===== config.mk =====
export PLATFORM = sky130hd
export DESIGN_NAME = emergency_stop_latch
export DESIGN_NICKNAME = d
export VERILOG_FILES = /design/src/rtl/core/esl_pkg.sv /design/src/rtl/core/esl_csr.sv /design/src/rtl/core/esl_timer.sv /design/src/rtl/core/esl_core.sv /design/src/rtl/core/emergency_stop_latch.sv
export SDC_FILE = /design/constraint.sdc
export NUM_CORES = 1
export LEC_CHECK = 0
export BUFFER_PORTS_ARGS = -buffer_cell sky130_fd_sc_hd__buf_4
export CORE_MARGIN = 2
export CORE_UTILIZATION = 54
export DETAILED_ROUTE_END_ITERATION = 6
export PLACE_DENSITY = 0.74
export SLEW_MARGIN = 20
export SYNTH_ARGS = -nofsm -noshare
export SYNTH_HDL_FRONTEND = slang
export SYNTH_HIERARCHICAL = 1
export SYNTH_SLANG_ARGS = --single-unit

===== constraint.sdc =====
create_clock -name clock -period 8.05 [get_ports clock]
set_input_delay 0.4025 -clock clock [delete_from_list [all_inputs] [get_ports clock]]
set_output_delay 0.4025 -clock clock [all_outputs]
set_load 0.05 [all_outputs]

===== src/rtl/core/esl_pkg.sv =====
`timescale 1ns / 1ps
// ----------------------------------------------------------------------------
// esl_pkg: shared definitions for the emergency stop latch
// Register map, reset values, and the transaction and status records.
// ----------------------------------------------------------------------------
package esl_pkg;

   localparam int unsigned CsrAddrWidth  = 5;
   localparam int unsigned CsrDataWidth  = 32;
   localparam int unsigned RegIndexWidth = 3;

   localparam logic [RegIndexWidth-1:0] RegStopDebounce  = 3'd0;
   localparam logic [RegIndexWidth-1:0] RegLiftPeriod    = 3'd1;
   localparam logic [RegIndexWidth-1:0] RegTiltPeriod    = 3'd2;
   localparam logic [RegIndexWidth-1:0] RegCommandWindow = 3'd3;
   localparam logic [RegIndexWidth-1:0] RegConfirmations = 3'd4;

   localparam logic [15:0] StopDebounceReset  = 16'd20;
   localparam logic [15:0] LiftPeriodReset    = 16'd100;
   localparam logic [15:0] TiltPeriodReset    = 16'd2500;
   localparam logic [15:0] CommandWindowReset = 16'd1000;
   localparam logic [3:0]  ConfirmationsReset = 4'd3;

   localparam logic ReqSample  = 1'b0;
   localparam logic ReqCommand = 1'b1;

   typedef struct packed {
      logic [15:0] debounce_ms;
      logic [15:0] lift_hold_ms;
      logic [15:0] tilt_hold_ms;
      logic [15:0] cmd_window_ms;
      logic [3:0]  confirmations_needed;
   } cfg_type;

   typedef struct packed {
      logic        req_type;
      logic [31:0] now_ms;
      logic [1:0]  lift_pins_n;
      logic [1:0]  stop_pins_n;
      logic        latch_request;
   } item_type;

   typedef struct packed {
      logic       latched;
      logic       stop_qualified;
      logic       lift_qualified;
      logic       tilt_qualified;
      logic       soft_requested;
      logic       release_refused;
      logic [1:0] wheels_lifted;
   } status_type;

endpackage


===== src/rtl/core/esl_csr.sv =====
`timescale 1ns / 1ps
// ----------------------------------------------------------------------------
// esl_csr: configuration registers
// APB-style register file holding the timing periods and confirmation count.
// ----------------------------------------------------------------------------
module esl_csr (
   input  logic                              clock,
   input  logic                              reset,
   input  logic                              csr_psel,
   input  logic                              csr_penable,
   input  logic                              csr_pwrite,
   input  logic [esl_pkg::CsrAddrWidth-1:0]  csr_paddr,
   input  logic [esl_pkg::CsrDataWidth-1:0]  csr_pwdata,
   output logic [esl_pkg::CsrDataWidth-1:0]  csr_prdata,
   output logic                              csr_pready,
   output esl_pkg::cfg_type                  cfg
);

   esl_pkg::cfg_type                   cfg_ff;
   esl_pkg::cfg_type                   cfg_in;
   logic [esl_pkg::RegIndexWidth-1:0]  reg_index;
   logic                               write_en;

   assign csr_pready = 1'b1;
   assign reg_index  = csr_paddr[esl_pkg::CsrAddrWidth-1:2];
   assign write_en   = csr_psel && csr_penable && csr_pwrite && csr_pready;

   always_comb begin
      cfg_in = cfg_ff;
      if (write_en) begin
         unique case (reg_index)
            esl_pkg::RegStopDebounce:  cfg_in.debounce_ms          = csr_pwdata[15:0];
            esl_pkg::RegLiftPeriod:    cfg_in.lift_hold_ms         = csr_pwdata[15:0];
            esl_pkg::RegTiltPeriod:    cfg_in.tilt_hold_ms         = csr_pwdata[15:0];
            esl_pkg::RegCommandWindow: cfg_in.cmd_window_ms        = csr_pwdata[15:0];
            esl_pkg::RegConfirmations: cfg_in.confirmations_needed = csr_pwdata[3:0];
            default: ;
         endcase
      end
   end

   always_comb begin
      unique case (reg_index)
         esl_pkg::RegStopDebounce:  csr_prdata = {16'd0, cfg_ff.debounce_ms};
         esl_pkg::RegLiftPeriod:    csr_prdata = {16'd0, cfg_ff.lift_hold_ms};
         esl_pkg::RegTiltPeriod:    csr_prdata = {16'd0, cfg_ff.tilt_hold_ms};
         esl_pkg::RegCommandWindow: csr_prdata = {16'd0, cfg_ff.cmd_window_ms};
         esl_pkg::RegConfirmations: csr_prdata = {28'd0, cfg_ff.confirmations_needed};
         default:                   csr_prdata = '0;
      endcase
   end

   always_ff @(posedge clock) begin
      if (reset) begin
         cfg_ff.debounce_ms          <= esl_pkg::StopDebounceReset;
         cfg_ff.lift_hold_ms         <= esl_pkg::LiftPeriodReset;
         cfg_ff.tilt_hold_ms         <= esl_pkg::TiltPeriodReset;
         cfg_ff.cmd_window_ms        <= esl_pkg::CommandWindowReset;
         cfg_ff.confirmations_needed <= esl_pkg::ConfirmationsReset;
      end else begin
         cfg_ff <= cfg_in;
      end
   end

   assign cfg = cfg_ff;

endmodule


===== src/rtl/core/esl_timer.sv =====
`timescale 1ns / 1ps
// ----------------------------------------------------------------------------
// esl_timer: condition qualification timer
// Tracks when a condition started and reports once it has held for a period.
// ----------------------------------------------------------------------------
module esl_timer (
   input  logic        clock,
   input  logic        reset,
   input  logic        update,
   input  logic        cond,
   input  logic [31:0] now_ms,
   input  logic [15:0] period_ms,
   output logic        qualified
);

   logic        running_ff;
   logic        running_in;
   logic [31:0] start_ff;
   logic [31:0] start_in;
   logic [31:0] elapsed;

   // wrapping difference, modulo 2^32
   assign elapsed   = now_ms - start_ff;
   assign qualified = cond && running_ff && (elapsed >= {16'd0, period_ms});

   always_comb begin
      running_in = running_ff;
      start_in   = start_ff;
      if (update) begin
         running_in = cond;
         // first sample with the condition only arms the timer
         if (cond && !running_ff) begin
            start_in = now_ms;
         end
      end
   end

   always_ff @(posedge clock) begin
      if (reset) begin
         running_ff <= 1'b0;
      end else begin
         running_ff <= running_in;
      end
   end

   always_ff @(posedge clock) begin
      start_ff <= start_in;
   end

endmodule


===== src/rtl/core/esl_core.sv =====
`timescale 1ns / 1ps
// ----------------------------------------------------------------------------
// esl_core: latch state and per-transaction update
// Applies one sample or command to the latch state and yields the new status.
// ----------------------------------------------------------------------------
module esl_core (
   input  logic                 clock,
   input  logic                 reset,
   input  logic                 advance,
   input  esl_pkg::item_type    item,
   input  esl_pkg::cfg_type     cfg,
   output esl_pkg::status_type  status_next
);

   esl_pkg::status_type status_ff;
   logic                cmd_pending_ff;
   logic                cmd_pending_in;
   logic                cmd_kind_ff;
   logic                cmd_kind_in;
   logic [3:0]          cmd_count_ff;
   logic [3:0]          cmd_count_in;
   logic [31:0]         cmd_start_ff;
   logic [31:0]         cmd_start_in;

   logic [1:0]  wheels;
   logic        raw_lift;
   logic        raw_stop;
   logic        both_lifted;
   logic        is_cmd;
   logic [31:0] cmd_age;
   logic        restart;
   logic [3:0]  count_inc;
   logic        confirmed;
   logic        do_sample;
   logic        timer_update;
   logic        stop_q;
   logic        lift_q;
   logic        tilt_q;
   logic        latch_after;

   assign wheels      = {1'b0, ~item.lift_pins_n[0]} + {1'b0, ~item.lift_pins_n[1]};
   assign raw_lift    = ~&item.lift_pins_n;
   assign raw_stop    = ~&item.stop_pins_n;
   assign both_lifted = ~|item.lift_pins_n;
   assign is_cmd      = (item.req_type == esl_pkg::ReqCommand);

   assign cmd_age   = item.now_ms - cmd_start_ff;
   assign restart   = !cmd_pending_ff || (cmd_kind_ff != item.latch_request) ||
                      (cmd_age > {16'd0, cfg.cmd_window_ms});
   assign count_inc = cmd_count_ff + 4'd1;
   assign confirmed = is_cmd && !restart && (count_inc >= cfg.confirmations_needed);

   // a confirmed release resamples the pins like a sample transaction
   assign do_sample    = !is_cmd || (confirmed && !item.latch_request);
   assign timer_update = advance && do_sample;

   esl_timer u_stop_timer (
      .clock     (clock),
      .reset     (reset),
      .update    (timer_update),
      .cond      (raw_stop),
      .now_ms    (item.now_ms),
      .period_ms (cfg.debounce_ms),
      .qualified (stop_q)
   );

   esl_timer u_lift_timer (
      .clock     (clock),
      .reset     (reset),
      .update    (timer_update),
      .cond      (both_lifted),
      .now_ms    (item.now_ms),
      .period_ms (cfg.lift_hold_ms),
      .qualified (lift_q)
   );

   esl_timer u_tilt_timer (
      .clock     (clock),
      .reset     (reset),
      .update    (timer_update),
      .cond      (raw_lift),
      .now_ms    (item.now_ms),
      .period_ms (cfg.tilt_hold_ms),
      .qualified (tilt_q)
   );

   assign latch_after = status_ff.latched || stop_q || lift_q || tilt_q;

   always_comb begin
      status_next = status_ff;
      if (do_sample) begin
         status_next.wheels_lifted   = wheels;
         status_next.stop_qualified  = stop_q;
         status_next.lift_qualified  = lift_q;
         status_next.tilt_qualified  = tilt_q;
         status_next.latched         = latch_after;
         status_next.release_refused = latch_after && (raw_stop || raw_lift);
      end
      if (confirmed) begin
         if (item.latch_request) begin
            status_next.soft_requested = 1'b1;
            status_next.latched        = 1'b1;
         end else if (raw_stop || raw_lift) begin
            status_next.release_refused = 1'b1;
         end else begin
            status_next.latched         = 1'b0;
            status_next.soft_requested  = 1'b0;
            status_next.release_refused = 1'b0;
         end
      end
   end

   always_comb begin
      cmd_pending_in = cmd_pending_ff;
      cmd_kind_in    = cmd_kind_ff;
      cmd_count_in   = cmd_count_ff;
      cmd_start_in   = cmd_start_ff;
      if (is_cmd) begin
         if (restart) begin
            cmd_pending_in = 1'b1;
            cmd_kind_in    = item.latch_request;
            cmd_count_in   = 4'd1;
            cmd_start_in   = item.now_ms;
         end else if (confirmed) begin
            cmd_pending_in = 1'b0;
            cmd_count_in   = 4'd0;
         end else begin
            cmd_count_in   = count_inc;
         end
      end
   end

   always_ff @(posedge clock) begin
      if (reset) begin
         status_ff      <= '0;
         cmd_pending_ff <= 1'b0;
         cmd_kind_ff    <= 1'b0;
         cmd_count_ff   <= 4'd0;
         cmd_start_ff   <= 32'd0;
      end else if (advance) begin
         status_ff      <= status_next;
         cmd_pending_ff <= cmd_pending_in;
         cmd_kind_ff    <= cmd_kind_in;
         cmd_count_ff   <= cmd_count_in;
         cmd_start_ff   <= cmd_start_in;
      end
   end

endmodule


===== src/rtl/core/emergency_stop_latch.sv =====
`timescale 1ns / 1ps
// A transaction accepted into the input register has its status loaded into rsp_* once
// the output register is free; one transaction per cycle while the status is not stalled.
// A new transaction is taken while a status waits on rsp_ready only if the input is empty.
// Reset (synchronous, active high) clears the latch, flags, timers, command
// sequence and both valid bits, and loads the default register values.
// ----------------------------------------------------------------------------
// emergency_stop_latch: timed emergency stop and tilt latch
// Qualifies stop, lift and tilt pins over time and confirms software commands.
// ----------------------------------------------------------------------------
module emergency_stop_latch (
   input  logic                              clock,
   input  logic                              reset,
   input  logic                              req_valid,
   output logic                              req_ready,
   input  logic                              req_type,
   input  logic [31:0]                       req_now_ms,
   input  logic [1:0]                        req_lift_pins_n,
   input  logic [1:0]                        req_stop_pins_n,
   input  logic                              req_latch_request,
   output logic                              rsp_valid,
   input  logic                              rsp_ready,
   output logic                              rsp_latched,
   output logic                              rsp_stop_qualified,
   output logic                              rsp_lift_qualified,
   output logic                              rsp_tilt_qualified,
   output logic                              rsp_soft_requested,
   output logic                              rsp_release_refused,
   output logic [1:0]                        rsp_wheels_lifted,
   input  logic                              csr_psel,
   input  logic                              csr_penable,
   input  logic                              csr_pwrite,
   input  logic [esl_pkg::CsrAddrWidth-1:0]  csr_paddr,
   input  logic [esl_pkg::CsrDataWidth-1:0]  csr_pwdata,
   output logic [esl_pkg::CsrDataWidth-1:0]  csr_prdata,
   output logic                              csr_pready
);

   esl_pkg::cfg_type    cfg;
   esl_pkg::item_type   item_ff;
   logic                in_valid_ff;
   esl_pkg::status_type status_next;
   esl_pkg::status_type rsp_ff;
   logic                rsp_valid_ff;
   logic                advance;

   // move the held transaction into the output register when it is free
   assign advance   = in_valid_ff && (!rsp_valid_ff || rsp_ready);
   assign req_ready = !in_valid_ff || advance;

   esl_csr u_csr (
      .clock       (clock),
      .reset       (reset),
      .csr_psel    (csr_psel),
      .csr_penable (csr_penable),
      .csr_pwrite  (csr_pwrite),
      .csr_paddr   (csr_paddr),
      .csr_pwdata  (csr_pwdata),
      .csr_prdata  (csr_prdata),
      .csr_pready  (csr_pready),
      .cfg         (cfg)
   );

   esl_core u_core (
      .clock       (clock),
      .reset       (reset),
      .advance     (advance),
      .item        (item_ff),
      .cfg         (cfg),
      .status_next (status_next)
   );

   always_ff @(posedge clock) begin
      if (reset) begin
         in_valid_ff <= 1'b0;
      end else if (req_ready) begin
         in_valid_ff <= req_valid;
      end
   end

   always_ff @(posedge clock) begin
      if (req_valid && req_ready) begin
         item_ff.req_type      <= req_type;
         item_ff.now_ms        <= req_now_ms;
         item_ff.lift_pins_n   <= req_lift_pins_n;
         item_ff.stop_pins_n   <= req_stop_pins_n;
         item_ff.latch_request <= req_latch_request;
      end
   end

   always_ff @(posedge clock) begin
      if (reset) begin
         rsp_valid_ff <= 1'b0;
      end else if (advance) begin
         rsp_valid_ff <= 1'b1;
      end else if (rsp_ready) begin
         rsp_valid_ff <= 1'b0;
      end
   end

   always_ff @(posedge clock) begin
      if (advance) begin
         rsp_ff <= status_next;
      end
   end

   assign rsp_valid           = rsp_valid_ff;
   assign rsp_latched         = rsp_ff.latched;
   assign rsp_stop_qualified  = rsp_ff.stop_qualified;
   assign rsp_lift_qualified  = rsp_ff.lift_qualified;
   assign rsp_tilt_qualified  = rsp_ff.tilt_qualified;
   assign rsp_soft_requested  = rsp_ff.soft_requested;
   assign rsp_release_refused = rsp_ff.release_refused;
   assign rsp_wheels_lifted   = rsp_ff.wheels_lifted;

endmodule


# [Yosys cells after proc, flatten, opt, wreduce, memory -nomap -nowiden]
# Cells that the tools add are included.
[totals] word_cells=127 register_bits=261
[classes] eq_ne=5 n_addsub=6 muxes=17 bitwise_logic=2 reduce_logical=56 n_lt_le_gt_ge=5
[op_table] cell="32-bit subtractor" n=4
[op_table] cell="32-bit by 16-bit >= comparator with 1-bit output" n=3
[op_table] cell="16-bit one-hot mux with 5 select lines" n=1
[op_table] cell="32-bit by 16-bit > comparator with 1-bit output" n=1
[op_table] cell="2-bit AND reduction" n=11
[op_table] cell="1-bit logical AND" n=18
[op_table] cell="1-bit zero test" n=12
[op_table] cell="4-bit 2-to-1 mux" n=3
[op_table] cell="1-bit 2-to-1 mux" n=11
[op_table] cell="1-bit logical OR" n=9
[op_table] cell="3-bit by 2-bit == test with 1-bit output, second input constant" n=2
[op_table] cell="3-bit AND reduction" n=2
[op_table] cell="4-bit by 1-bit adder with 4-bit output, second input constant" n=1
[op_table] cell="4-bit >= comparator" n=1
[op_table] cell="2-bit nonzero test" n=2
[op_table] cell="3-bit by 1-bit == test with 1-bit output, second input constant" n=1
[op_table] cell="3-bit == test, second input constant" n=1
[op_table] cell="3-bit zero test" n=1
[op_table] cell="3-bit 2-to-1 mux" n=1
[op_table] cell="1-bit by 1-bit adder with 2-bit output" n=1
[op_table] cell="2-bit 2-to-1 mux" n=1
[op_table] cell="1-bit NOT" n=2
[op_table] cell="2-bit OR reduction" n=1
[op_table] cell="1-bit inequality test" n=1

# [Logic depth before layout (Yosys ltp)]
[logic_depth] ltp_word=12 depth_mapped=24 mapped_depth_nobuf=24

# [Hierarchy]
# Netlist, hierarchy kept.
[by_module_without_submodules] mod="esl_timer (u_core.u_lift_timer ...)" cells_each=400 instances=2 area_each_um2=3413.3
[by_module_without_submodules] mod="esl_core" cells_each=662 instances=1 area_each_um2=5048.6
[by_module_without_submodules] mod="esl_csr" cells_each=343 instances=1 area_each_um2=3483.3
[by_module_without_submodules] mod="esl_timer (u_core.u_tilt_timer)" cells_each=391 instances=1 area_each_um2=3354.5
[by_module_without_submodules] mod="emergency_stop_latch" cells_each=56 instances=1 area_each_um2=1485.2

# [Worst setup path after synthesis]
# Ideal clock, no wire load.
[synth_timing] path_type="flip-flop to flip-flop" start="register item_ff[5] (netlist name)" end="register u_core.u_stop_timer.start_ff[0] (enable)" t_required_ns=7.629 setup_time_ns=0.421 path_slack_ns=2.424 stages_incl_launch_ff=20 t_arrival_ns=5.205 path_buffers=0 synth_period_minus_slack_ns=5.626 path_cell_list="edfxtp_1 -> inv_1 -> ha_1 -> fa_1 -> nor2b_2 -> o2111ai_2 -> a211oi_2 -> nor3_1 -> xnor2_1 -> ha_1 -> a21oi_1 -> a21boi_0 -> a2111oi_0 -> a21oi_1 -> nor4_1 -> and4_1 -> a31oi_2 -> inv_1 -> nand2_1 -> nor2_1"
[synth_via] elab_chain_cells=10
[synth_rtl] element="32-bit subtractor" line="esl_core.sv:47" source="assign cmd_age = item.now_ms - cmd_start_ff;"
[synth_rtl] element="32-bit by 16-bit > comparator with 1-bit output" line="esl_core.sv:49" source="(cmd_age > {16'd0, cfg.cmd_window_ms});"
[synth_rtl] element="1-bit logical OR" line="esl_core.sv:48" source="assign restart = !cmd_pending_ff || (cmd_kind_ff != item.latch_request) ||"
[synth_rtl] element="1-bit zero test" line="esl_core.sv:51" source="assign confirmed = is_cmd && !restart && (count_inc >= cfg.confirmations_needed);"
[synth_rtl] element="1-bit logical AND (2 in series)" line="esl_core.sv:51"
[synth_rtl] element="1-bit logical AND" line="esl_core.sv:54" source="assign do_sample = !is_cmd || (confirmed && !item.latch_request);"
[synth_rtl] element="1-bit logical OR" line="esl_core.sv:54"
[synth_rtl] element="1-bit logical AND" line="esl_core.sv:55" source="assign timer_update = advance && do_sample;"
[synth_rtl] element="net u_core.timer_update" line="esl_core.sv:35" source="logic timer_update;"
[synth_rtl] element="2-bit AND reduction (no source line)"
[synth_rtl] element="end signal, assigned" line="esl_timer.sv:47" source="start_ff <= start_in;"
[synth_rtl] element="end, declared" line="esl_timer.sv:18" source="logic [31:0] start_ff;"
# The timed path passes the listed nets, and every way through them passes these cells.
# A chain may end at the register's enable or synchronous reset.

==> report_table.html <==
<table>
<tr><th>Metric</th><th>Value</th></tr>
<tr><th colspan="2">CTS</th></tr>
<tr><td>CTS H-Tree Depth</td><td>1</td></tr>
<tr><td>Clock Path Buffers</td><td>3</td></tr>
<tr><td>Clock root buffer</td><td>clkbuf_16</td></tr>
<tr><td>Clock network latency to the later pin of the worst-skew pair</td><td>0.57 ns</td></tr>
<tr><td>Setup Fix Bufs, Post-CTS</td><td>0</td></tr>
<tr><td>Clock-pin slew on the worst setup and hold paths</td><td>0.06 ns</td></tr>
<tr><td>TritonCTS clock tree</td><td>yes</td></tr>
<tr><td>Number of sinks on the clock net</td><td>261</td></tr>
<tr><td>TritonCTS buffer count</td><td>29</td></tr>
<tr><th colspan="2">Global routing</th></tr>
<tr><td>Maximum number of pins on one net before global-route repair</td><td>110</td></tr>
<tr><td>First-pass GRT wire length</td><td>84.30 mm</td></tr>
<tr><td>Initial antenna violation count</td><td>0</td></tr>
<tr><td>Global-route usage over all layers</td><td>0.2695</td></tr>
<tr><td>M2 GR Usage</td><td>0.4567</td></tr>
<tr><td>Vias in the first global route</td><td>16422</td></tr>
<tr><td>Sum of overflow across all layers after global routing</td><td>0</td></tr>
<tr><td>Most utilized layer in the global route result</td><td>met2</td></tr>
<tr><td>Met3 GRT Util</td><td>0.02681</td></tr>
<tr><td>Met1 track demand over resource</td><td>0.3618</td></tr>
<tr><th colspan="2">Floorplanning</th></tr>
<tr><td>Die X-Extent</td><td>197.4 um</td></tr>
<tr><td>Placeable core region</td><td>36700 sq um</td></tr>
<tr><td>Vertical die dimension</td><td>197.4 um</td></tr>
<tr><td>Placement Rows</td><td>70</td></tr>
<tr><td>Effective utilization at floorplan</td><td>0.5504</td></tr>
<tr><td>Die footprint</td><td>38970 sq um</td></tr>
<tr><td>IO Count</td><td>125</td></tr>
<tr><th colspan="2">Synth</th></tr>
<tr><td>Avg Synthesized Cell Area</td><td>8.969 sq um</td></tr>
<tr><td>Number of flops mapped to enable cells by yosys</td><td>142</td></tr>
<tr><td>Commonest register cell after synthesis</td><td>edfxtp_1</td></tr>
<tr><td>Netlist Area Pre-Place</td><td>20200 sq um</td></tr>
<tr><td>Post-Synth XOR/XNOR Area</td><td>0.03946</td></tr>
<tr><td>Multiplexer share of the synthesized area</td><td>0.07279</td></tr>
<tr><td>Largest family of logic cells by synthesized area</td><td>compound AO/OA/AOI/OAI gates</td></tr>
<tr><td>Fraction of registers with async set or reset after synthesis</td><td>0</td></tr>
<tr><td>Synth Area in Adders</td><td>0.1248</td></tr>
<tr><td>Complex-gate fraction of the synthesized area</td><td>0.1846</td></tr>
<tr><td>Distinct cell type count of the synthesized netlist</td><td>107</td></tr>
<tr><td>Share of the yosys chip area belonging to registers</td><td>0.3291</td></tr>
<tr><td>Number of register bits inferred by synthesis</td><td>261</td></tr>
<tr><td>Number of instances in the synthesized netlist</td><td>2252</td></tr>
<tr><td>Simple logic cell fraction of the synthesized area</td><td>0.1764</td></tr>
<tr><td>Syn. warnings</td><td>6</td></tr>
<tr><th colspan="2">Layout</th></tr>
<tr><td>Layout cell share with drive strength beyond 1</td><td>0.09775</td></tr>
<tr><td>Commonest non-fill, non-tap cell in the layout</td><td>inv_1</td></tr>
<tr><td>Core utilization of the finished layout</td><td>0.6090</td></tr>
<tr><td>Total area of multi-input combinational cells</td><td>12150 sq um</td></tr>
<tr><td>N_diodes</td><td>0</td></tr>
<tr><td>Synth-to-Final Area Change</td><td>10.64%</td></tr>
<tr><td>Number of nets in the final layout</td><td>2611</td></tr>
<tr><td>Filler cell count</td><td>3161</td></tr>
<tr><td>Most frequent cells in the layout</td><td>inv_1, ha_1, nand2_1, a21oi_1, edfxtp_1</td></tr>
<tr><td>Area taken by flip-flops and latches</td><td>6646 sq um</td></tr>
<tr><th colspan="2">Drt</th></tr>
<tr><td>Final routed wirelength across all metal layers</td><td>53.12 mm</td></tr>
<tr><td>DR pass1 iterations</td><td>6</td></tr>
<tr><td>Count of unresolved DRC violations after routing</td><td>0</td></tr>
<tr><td>Number of design-rule violations left by the first detailed-router iteration</td><td>1529</td></tr>
<tr><td>Vias after detailed routing</td><td>16999</td></tr>
<tr><td>Avg WL per Cell</td><td>18.83 um</td></tr>
<tr><td>Antenna viol nets, final</td><td>0</td></tr>
<tr><td>Detailed-route vias per instance</td><td>6.026</td></tr>
<tr><th colspan="2">Timing</th></tr>
<tr><td>Number of pins exceeding their max-slew limit in the final report</td><td>0</td></tr>
<tr><td>Unrepaired setup endpoints after global routing</td><td>false</td></tr>
<tr><td>Clock period minus final worst setup slack</td><td>6.814 ns</td></tr>
<tr><td>Share of the clock period used by the worst path</td><td>0.8465</td></tr>
<tr><td>Hold Violations, Final</td><td>0</td></tr>
<tr><td>Min setup slack post-route</td><td>1.236 ns</td></tr>
<tr><td>Maximum clock rate</td><td>146.8 MHz</td></tr>
<tr><td>Remaining max-slew budget at the tightest pin</td><td>0.3448</td></tr>
<tr><td>Worst slew pin tran</td><td>0.9818 ns</td></tr>
<tr><td>Total Negative Setup Slacks</td><td>0 ns</td></tr>
<tr><td>Final setup vio count</td><td>0</td></tr>
<tr><td>Final hold slack</td><td>0.01859 ns</td></tr>
<tr><td>Post-route clock skew</td><td>0.02145 ns</td></tr>
<tr><th colspan="2">Job</th></tr>
<tr><td>Maximum capacitance violations</td><td>0</td></tr>
<tr><th colspan="2">Power</th></tr>
<tr><td>Leakage</td><td>0.009338 uW</td></tr>
<tr><td>Power density of the placed cells</td><td>163.8 nW/um^2</td></tr>
<tr><td>Worst voltage drop across the vdd grid</td><td>0.0001836 V</td></tr>
<tr><td>Power consumption</td><td>3661 uW</td></tr>
<tr><th colspan="2">Placement</th></tr>
<tr><td>Number of buffer cells added on primary ports</td><td>89</td></tr>
<tr><td>Half-perimeter wire length of the detailed placement result</td><td>41.38 mm</td></tr>
<tr><td>Final estimated routing congestion in global placement</td><td>0.9559</td></tr>
<tr><td>Minimum setup slack after placement</td><td>1.343 ns</td></tr>
<tr><th colspan="2">Setup path</th></tr>
<tr><td>Worst-path fanout max</td><td>8</td></tr>
<tr><td>Slowest stage cell on the critical path</td><td>or4_1</td></tr>
<tr><td>Worst Setup End Kind</td><td>flip-flop</td></tr>
<tr><td>Crit path arrival time</td><td>7.12 ns</td></tr>
<tr><td>Startpoint class of the critical path</td><td>flip-flop</td></tr>
<tr><td>CP required</td><td>8.36 ns</td></tr>
<tr><td>Cell chain of the critical path</td><td>ha_1 -&gt; nor2b_1 -&gt; o31ai_1 -&gt; nand2_1 -&gt; a31oi_1 -&gt; o21bai_1 -&gt; a21oi_1 -&gt; xnor2_1 -&gt; ha_1 -&gt; a21o_1 -&gt; a211o_1 -&gt; a2111o_1 -&gt; o221ai_2 -&gt; o2111ai_1 -&gt; a2111oi_2 -&gt; nand4_1 -&gt; a2111oi_1 -&gt; a31oi_1 -&gt; or4_1 -&gt; and3_1 -&gt; a311o_1</td></tr>
<tr><td>Critical Path Max Stage Delay</td><td>0.69 ns</td></tr>
<tr><td>Worst setup path category</td><td>reg -&gt; reg</td></tr>
<tr><th colspan="2">Status</th></tr>
<tr><td>Status</td><td>finished, final reports clean</td></tr>
<tr><th colspan="2">Min path</th></tr>
<tr><td>Worst min path class</td><td>in -&gt; reg</td></tr>
</table>
[stage by stage]
| stage | cells | area (sq um) |
|---|---|---|
| finish | 2821 | 22350 |
| global route | 2821 | 22350 |
| floorplan | 2267 | 20250 |
| CTS | 2819 | 22330 |
| detailed placement | 2734 | 21060 |
| global placement | 2734 | 21060 |
[cell usage after synthesis, types with 13 or more instances]
cell      instances  area share
xnor2_1          60       0.026
nor3_1           35      0.0087
clkbuf_1         49      0.0091
dfxtp_1         119        0.12
buf_4            22      0.0082
edfxtp_1        142        0.21
a21o_1           41       0.015
o21ai_1          16      0.0040
nand4_1          43       0.013
inv_1           235       0.044
ha_1            195        0.12
a31oi_1          16      0.0050
o21ai_0         104       0.026
buf_2            23      0.0057
nand2b_1        118       0.037
nand2_1         163       0.030
a21oi_1         155       0.038
nand3_1          41       0.010
a211oi_1         23      0.0085
xor2_1           31       0.013
nor4_1           13      0.0040
nor2b_1          43       0.013
o21bai_1         17      0.0063
o21a_1           23      0.0085
mux2i_1         103       0.051
nor2_1          134       0.025
and3_1           20      0.0062
o211ai_1         14      0.0052
[critical path: cells and delay by family, from the launching register on]
family / cells / cell delay (ns)
simple gates: 5 / 1.43
fa+ha+maj: 2 / 0.70
flops: 1 / 0.59
compound gates: 13 / 3.66
xor+xnor: 1 / 0.15
[logic make-up after synthesis]
| logic type | Yosys count |
|---|---|
| AOI/OAI and AO/OA | 548 |
| adders and majority gates | 199 |
| xor gates and xnor gates | 91 |
| muxes | 130 |
| DFF | 261 |
| and+or+nand+nor | 677 |
| buffers and inverters | 344 |
| other | 2 |
[worst paths after layout]
path	from	endpoint	slack, ns	cells past startpoint
max	item_ff[7]	rsp_release_refused	1.24	21
min	req_now_ms[30]	item_ff[35]	0.02	1
max reg2reg	item_ff[7]	rsp_release_refused	1.24	21
min reg2reg	u_core/cmd_start_ff[14]	u_core/cmd_start_ff[14]	0.46	2
[power breakdown]
part	internal [uW]	switching [uW]	leakage (uW)
clock network	758	556	0.000473
registers	1440	42.0	0.00229
logic	346	515	0.00658
total	2550	1110	0.00934
[sequential cells by signal (all words and copies together), names as in the netlist]
register	cells
u_core/u_tilt_timer/start_ff	32
rsp_latched	1
rsp_wheels_lifted	2
u_core/cmd_pending_ff	1
u_core/cmd_start_ff	32
in_valid_ff	1
u_core/cmd_kind_ff	1
rsp_lift_qualified	1
rsp_soft_requested	1
u_csr/cfg	68
rsp_release_refused	1
rsp_stop_qualified	1
u_core/cmd_count_ff	4
item_ff	38
u_core/u_tilt_timer/running_ff	1
u_core/u_lift_timer/running_ff	1
u_core/status_ff	8
rsp_valid	1
u_core/u_stop_timer/running_ff	1
u_core/u_lift_timer/start_ff	32
u_core/u_stop_timer/start_ff	32
rsp_tilt_qualified	1
[metal layers]
| layer | vias up | wire length [um] |
|---|---|---|
| li1 | 8220 | - |
| met1 | 8130 | 23760 |
| met2 | 536 | 24820 |
| met3 | 113 | 2829 |
| met4 | 0 | 1707 |
| met5 | - | 0 |
[layout make-up]
class | count | share of cell area
clock buffer | 41 | 0.03908
sequential | 261 | 0.2974
timing repair buffer | 136 | 0.04938
clock inverter | 13 | 0.003919
multi-input combinational | 1662 | 0.5437
tap | 468 | 0.02620
inverter | 240 | 0.04031
[timing repair]
action,4_1_cts,5_1_grt
setup endpoints to repair,0,0
resized for setup,0,0
hold endpoints to repair,31,2
hold buffers,31,2
Power figures use the tool's default switching activity.
